`src/sv/ltpc_pkg.sv`:
```
// ----------------------------------------------------------------------------
// ltpc_pkg
// Shared types and constants of the link test pattern checker.
// ----------------------------------------------------------------------------
`default_nettype none

package ltpc_pkg;

   // action codes of a request word
   localparam logic [1:0] ACT_TICK    = 2'd0;
   localparam logic [1:0] ACT_RX_BYTE = 2'd1;
   localparam logic [1:0] ACT_TX_PKT  = 2'd2;

   // csr register indexes
   localparam logic CSR_TIMEOUT_LIMIT = 1'b0;
   localparam logic CSR_SLAVE_ROLE    = 1'b1;

   localparam int CSR_ADDR_W = 1;
   localparam int CSR_DATA_W = 25;
   localparam int WAIT_W     = 25;
   localparam int STAT_W     = 32;
   localparam int NUM_STATS  = 8;
   localparam int REQ_DATA_W = 8;
   localparam int REQ_USER_W = 2;
   localparam int RSP_DATA_W = 264;

   // widest error byte increment: a whole chunk of up to 256 bytes
   localparam int ERR_ADD_W = 9;

   localparam logic [WAIT_W-1:0] TIMEOUT_RESET = 25'd2133;
   localparam logic [STAT_W-1:0] PKT_BYTES     = 32'd256;

   // counter slots in result order
   localparam int S_TXB = 0;
   localparam int S_RXB = 1;
   localparam int S_TXP = 2;
   localparam int S_RXP = 3;
   localparam int S_ERB = 4;
   localparam int S_ERP = 5;
   localparam int S_LOB = 6;
   localparam int S_LOP = 7;

   // one request word held in the input register
   typedef struct packed {
      logic [1:0] action;
      logic [7:0] data_byte;
      logic       last_in_chunk;
   } ltpc_req_type;

   // counter updates caused by one request word
   typedef struct packed {
      logic                 tx_pkt;
      logic                 rx_byte;
      logic                 rx_pkt;
      logic [ERR_ADD_W-1:0] err_add;
      logic                 err_pkt;
      logic                 lost;
      logic                 reply;
   } ltpc_event_type;

endpackage

`default_nettype wire

```
`src/sv/ltpc_engine.sv`:
```
// ----------------------------------------------------------------------------
// ltpc_engine
// Pattern lock, chunk tracking, wait timer and csr registers; turns one
// request word into a set of counter updates.
// ----------------------------------------------------------------------------
`default_nettype none

module ltpc_engine #(
   parameter int CHUNK_BYTES = 256
) (
   input  wire                                 clock,
   input  wire                                 reset,
   input  wire                                 csr_we,
   input  wire  [ltpc_pkg::CSR_ADDR_W-1:0]     csr_addr,
   input  wire  [ltpc_pkg::CSR_DATA_W-1:0]     csr_wdata,
   input  wire                                 advance,
   input  ltpc_pkg::ltpc_req_type              word,
   output ltpc_pkg::ltpc_event_type            evt
);
   import ltpc_pkg::*;

   localparam int CNT_W = $clog2(CHUNK_BYTES + 1);
   localparam int CMP_W = (CNT_W > 8) ? CNT_W : 8;

   logic [WAIT_W-1:0] limit_ff;
   logic              slave_ff;
   logic [CNT_W-1:0]  pos_ff, pos_in;
   logic [CNT_W-1:0]  expect_ff, expect_in;
   logic              locked_ff, locked_in;
   logic              bad_ff, bad_in;
   logic [WAIT_W-1:0] wait_ff, wait_in;

   logic [WAIT_W-1:0] wait_inc;
   logic              timeout;
   logic              locked_now;
   logic              compare;
   logic              mismatch;
   logic              chunk_end;
   logic [CNT_W-1:0]  count;
   logic              bad_now;
   logic              reply;

   // csr registers
   always_ff @(posedge clock) begin
      if (reset) begin
         limit_ff <= TIMEOUT_RESET;
         slave_ff <= 1'b0;
      end else if (csr_we) begin
         unique case (csr_addr)
            CSR_TIMEOUT_LIMIT: limit_ff <= csr_wdata[WAIT_W-1:0];
            CSR_SLAVE_ROLE:    slave_ff <= csr_wdata[0];
            default:           ;
         endcase
      end
   end

   // tick timer, saturating
   assign wait_inc = (wait_ff != {WAIT_W{1'b1}}) ? wait_ff + 1'b1 : wait_ff;
   assign timeout  = wait_inc > limit_ff;

   // pattern compare of a received byte
   assign locked_now = locked_ff || (word.data_byte == 8'h00);
   assign compare    = locked_now && (expect_ff < CNT_W'(CHUNK_BYTES));
   assign mismatch   = compare && (CMP_W'(word.data_byte) != CMP_W'(expect_ff));
   assign chunk_end  = word.last_in_chunk || (pos_ff >= CNT_W'(CHUNK_BYTES - 1));
   assign count      = pos_ff + 1'b1;
   assign bad_now    = bad_ff || mismatch || !locked_now;
   assign reply      = slave_ff && (count >= CNT_W'(CHUNK_BYTES - 1));

   // counter updates and next state
   always_comb begin
      evt       = '0;
      pos_in    = pos_ff;
      expect_in = expect_ff;
      locked_in = locked_ff;
      bad_in    = bad_ff;
      wait_in   = wait_ff;
      unique case (word.action)
         ACT_TICK: begin
            wait_in = timeout ? '0 : wait_inc;
            evt.lost    = timeout;
            evt.err_pkt = timeout;
         end
         ACT_RX_BYTE: begin
            wait_in     = '0;
            evt.rx_byte = 1'b1;
            evt.rx_pkt  = (CMP_W'(pos_ff) == CMP_W'(8'hFF)) && (word.data_byte == 8'hFF);
            if (mismatch) begin
               evt.err_add = ERR_ADD_W'(1);
            end else if (chunk_end && !locked_now) begin
               evt.err_add = ERR_ADD_W'(count);
            end
            if (chunk_end) begin
               evt.err_pkt = bad_now;
               evt.reply   = reply;
               evt.tx_pkt  = reply;
               pos_in      = '0;
               expect_in   = '0;
               locked_in   = 1'b0;
               bad_in      = 1'b0;
            end else begin
               pos_in    = count;
               expect_in = compare ? expect_ff + 1'b1 : expect_ff;
               locked_in = locked_now;
               bad_in    = bad_ff || mismatch;
            end
         end
         ACT_TX_PKT: begin
            if (!slave_ff) begin
               evt.tx_pkt = 1'b1;
               wait_in    = '0;
            end
         end
         default: ;
      endcase
   end

   always_ff @(posedge clock) begin
      if (reset) begin
         pos_ff    <= '0;
         expect_ff <= '0;
         locked_ff <= 1'b0;
         bad_ff    <= 1'b0;
         wait_ff   <= '0;
      end else if (advance) begin
         pos_ff    <= pos_in;
         expect_ff <= expect_in;
         locked_ff <= locked_in;
         bad_ff    <= bad_in;
         wait_ff   <= wait_in;
      end
   end

endmodule

`default_nettype wire

```
`config.mk`:
```
export PLATFORM = sky130hd
export DESIGN_NAME = ltpc_engine
export DESIGN_NICKNAME = d
export VERILOG_FILES = /design/src/sv/ltpc_pkg.sv /design/src/sv/ltpc_engine.sv
export SDC_FILE = /design/constraint.sdc
export NUM_CORES = 1
export LEC_CHECK = 0
export BUFFER_PORTS_ARGS = -buffer_cell sky130_fd_sc_hd__buf_4
export CAP_MARGIN = 0
export CELL_PAD_IN_SITES_DETAIL_PLACEMENT = 1
export CELL_PAD_IN_SITES_GLOBAL_PLACEMENT = 1
export CORE_MARGIN = 1
export CORE_UTILIZATION = 46
export CTS_CLUSTER_DIAMETER = 120
export CTS_CLUSTER_SIZE = 28
export DETAILED_ROUTE_END_ITERATION = 6
export PLACE_DENSITY_LB_ADDON = 0.05
export SYNTH_ARGS = -nofsm -noshare
export SYNTH_HDL_FRONTEND = slang
export SYNTH_SLANG_ARGS = --single-unit
```
`constraint.sdc`:
```
create_clock -name clock -period 6.6 [get_ports clock]
set_input_delay 0.33 -clock clock [delete_from_list [all_inputs] [get_ports clock]]
set_output_delay 0.33 -clock clock [all_outputs]
set_load 0.02 [all_outputs]
```
==> flow_summary_export.csv <==
group,metric,value,unit
clock_network,cts_max_path_buffers,2,
clock_network,cts_setup_buffers,0,
power,cellPowerDensity,178,mW/mm^2
drt,detail_route.wl_per_cell,17.0,um
run,max_cap_viol_count,0,
yosys,synth.most_common_cell,"nand2_1",
clock_network,cts.sinks,71,
worst_setup_path,crit_family,"simple AND/OR/NAND/NOR gates",
timing,tightest_slew,1.19,ns
grt,grt_max_degree,40,
final_layout,num_antenna_cells,0,
place,dpl.hpwl,8.79,mm
clock_network,cts_resized,0,
timing,fmax,0.203,GHz
clock_network,clkTransAtPathRegs,0.07,ns
power,p_leak,2.01,nW
yosys,yosysTopAreaCell,"dfxtp_1",
worst_setup_path,cp.buffers_inverters,0,
worst_setup_path,crit_fanout,27,
final_layout,drive_gt1_share,15.2,%
floorplanning,die_x,98.7,um
drt,route.met3.wl,474,um
final_layout,multiInputGateArea,0.00266,sq mm
yosys,synth_area_leaders,"dfxtp_1 33%, ha_1 9.6%, nand2_1 8.1%, a21oi_1 5.9%, xnor2_1 5.5%",
power,p_switching,0.000236,W
timing,post-route-period-util,74.5,%
drt,drt-met1-wl,5.32,mm
yosys,synth.distinct_cells,54,
drt,dr.pass1.iters,4,
yosys,avgSynthCellArea,7.75,sq um
grt,grt_usage,26.5,%
yosys,ys_ff_latch,71,
timing,setup-violations-final,0,
yosys,syn_area,0.00430,sq mm
yosys,synth-edff-count,0,
drt,ant_nets,0,
worst_setup_path,path_cells,"ha_1, nand3_1, nor3_1, nand2b_1, nor2_1, nand2_1, xnor2_1, ha_1, nand4_1, nor4_1, nand3b_1, o22ai_2, nand2_1, o22ai_1",
worst_setup_path,cp.arrival,5.19,ns
floorplanning,ios,56,
floorplanning,die-area,0.00974,sq mm
drt,routed_wl,12.1,mm
grt,grt_pass1_wl,20.4,mm
power,p_sw_share,26.6,%
power,pwr-share-seq,49.8,%
clock_network,clk_latency,0.36,ns
floorplanning,core_area,0.00889,sq mm
power,p_clk_share,38.6,%
final_layout,utilization,56.0,%
grt,grt_pass1_vias,4287,
drt,vias,4105,
power,cell_internal_pwr,0.000652,W
yosys,ys_warn_count,0,
drt,dr.max_layer_used,"met4",
place,port_buffers,55,
final_layout,fill_cells,1129,
timing,period_needed,4.92,ns
yosys,yosysSeqAreaShare,33.0,%
drt,drcViolationCount,0,
worst_setup_path,crit_path_end_kind,"flip-flop",
yosys,synth_top_area_share,33.0,%
place,placedInstanceArea,0.00479,sq mm
clock_network,cts_hold_buf,0,
worst_setup_path,worstSetupPathType,"flip-flop to flip-flop",
yosys,synth_ff_type,"dfxtp_1",
place,place.gp.congestion,0.863,
yosys,synthArstFlopShare,0,%
floorplanning,core.rowCount,34,
yosys,syn_inst,555,
clock_network,cts_buffers,9,
drt,viasPerCell,5.75,
floorplanning,initial_core_util,48.4,%
clock_network,clockRootBuffer,"clkbuf_8",
power,power,0.000888,W
clock_network,cts_tree,"done",
timing,drv_slew,0,
grt,antenna_found_initial,0,
final_layout,nets,677,
power,vdd_drop_max,0.0000917,V
timing,hold_viol,0,
timing,setup-tns-final,0,ns
final_layout,stdcell_area,0.00498,sq mm
drt,wl_met2,6.08,mm
power,combPwrFrac,11.5,%
timing,relSlewSlack,20.8,%
grt,overflow,0,
timing,rsz0062_at_grt,"no",
clock_network,htree_levels,3,
outcome,status,"finished clean",
worst_setup_path,cp_slowest_cell,"o22ai_2",
yosys,yosys-top-cells-count,"93 x nand2_1, 71 x dfxtp_1, 51 x a21oi_1, 51 x nor2_1, 39 x inv_1",
worst_hold_path,hold_path_class,"input pin to flip-flop",
worst_setup_path,crit_required,6.87,ns
final_layout,areaGrowthSynthToFinish,15.7,%
timing,fin_worst_skew,0.0126,ns
final_layout,final-seq-area,0.00142,sq mm
worst_setup_path,slowest_delay,0.96,ns
worst_setup_path,start_kind,"flip-flop",
yosys,syn_nets,629,
drt,drtIter0Drc,117,
floorplanning,dieHeight,98.7,um
-- worst register-to-register path, stage by stage (launching register included) --
cell      delay [ns]
dfxtp_1         0.51
ha_1            0.33
nand3_1         0.11
nor3_1          0.34
nand2b_1        0.25
nor2_1          0.22
nand2_1         0.10
xnor2_1         0.17
ha_1            0.31
nand4_1         0.17
nor4_1          0.58
nand3b_1        0.20
o22ai_2         0.96
nand2_1         0.32
o22ai_1         0.27
-- cell type report --
class / instances / area share (%)
Clock buffer: 14 / 3.67
Tap cell: 108 / 2.71
Sequential cell: 71 / 28.6
Multi-Input combinational cell: 424 / 53.4
Inverter: 39 / 2.94
Timing Repair Buffer: 58 / 8.75
-- per-layer routing --
layer  up-vias  global-route usage (%)
met5         -                       0
met4         0                    8.38
met3        23                    5.53
met2        82                    47.9
met1      1977                    31.5
li1       2023                       -
-- path summary, 6_finish.rpt --
path,cells after the start,slack (ns),end,from
setup reg to reg,14,1.68,wait_ff[2],wait_ff[0]
setup / recovery,14,1.68,wait_ff[2],wait_ff[0]
hold reg to reg,2,0.46,limit_ff[18],limit_ff[18]
hold / removal,3,0.20,limit_ff[0],csr_wdata[0]
-- cell families after synthesis --
logic type | synth area share [%]
simple gates | 27.8
compound gates | 16.1
flops | 33.0
buf+inv | 5.29
xor+xnor | 7.94
fa+ha+maj | 9.60
mux | 0.262
-- stage by stage --
stage	hold WS, ns	instances	worst slack (ns)
finish	0.202	714	1.68
global route	0.190	714	1.35
CTS	0.186	714	1.75
detailed placement	0.451	700	1.77
global placement	0.443	700	1.97
floorplan	0.436	555	3.02
-- cells in the final DEF, fill, tap and decap left out, drive strengths merged, types with 2 or more instances in the layout --
cell / synthesis / routed
a21o: 2 / 2
o22ai: 4 / 4
inv: 39 / 39
a21oi: 52 / 52
nand4: 20 / 20
o21a: 3 / 3
nor3: 18 / 18
nand3: 23 / 23
a32o: 14 / 14
nand3b: 2 / 2
ha: 33 / 33
o21ai: 12 / 12
buf: 3 / 58
or3: 4 / 4
and2: 3 / 3
o211ai: 6 / 6
and3: 5 / 5
xnor2: 27 / 27
nand2: 95 / 95
nor2b: 4 / 4
clkbuf: 18 / 14
nand2b: 4 / 4
nor2: 51 / 51
nor4: 5 / 5
or2: 3 / 3
a31oi: 6 / 6
dfxtp: 71 / 71
and4: 3 / 3
xor2: 12 / 12
-- registers in the layout, indices dropped and copies added, names as in the netlist --
| signal | count |
|---|---|
| pos_ff | 9 |
| limit_ff | 25 |
| expect_ff | 9 |
| slave_ff | 1 |
| locked_ff | 1 |
| bad_ff | 1 |
| wait_ff | 25 |
-- power by group through the flow --
| stage | Clock, W | Combinational [W] | Sequential (W) |
|---|---|---|---|
| global route | 0.000364 | 0.000115 | 0.000444 |
| finish | 0.000343 | 0.000103 | 0.000442 |
| global placement | 0 | 0.0000986 | 0.000452 |
| detailed placement | 0 | 0.000103 | 0.000452 |
| floorplan | 0 | 0.0000609 | 0.000450 |
| CTS | 0.000353 | 0.000103 | 0.000442 |
Power figures use the tool's default switching activity.
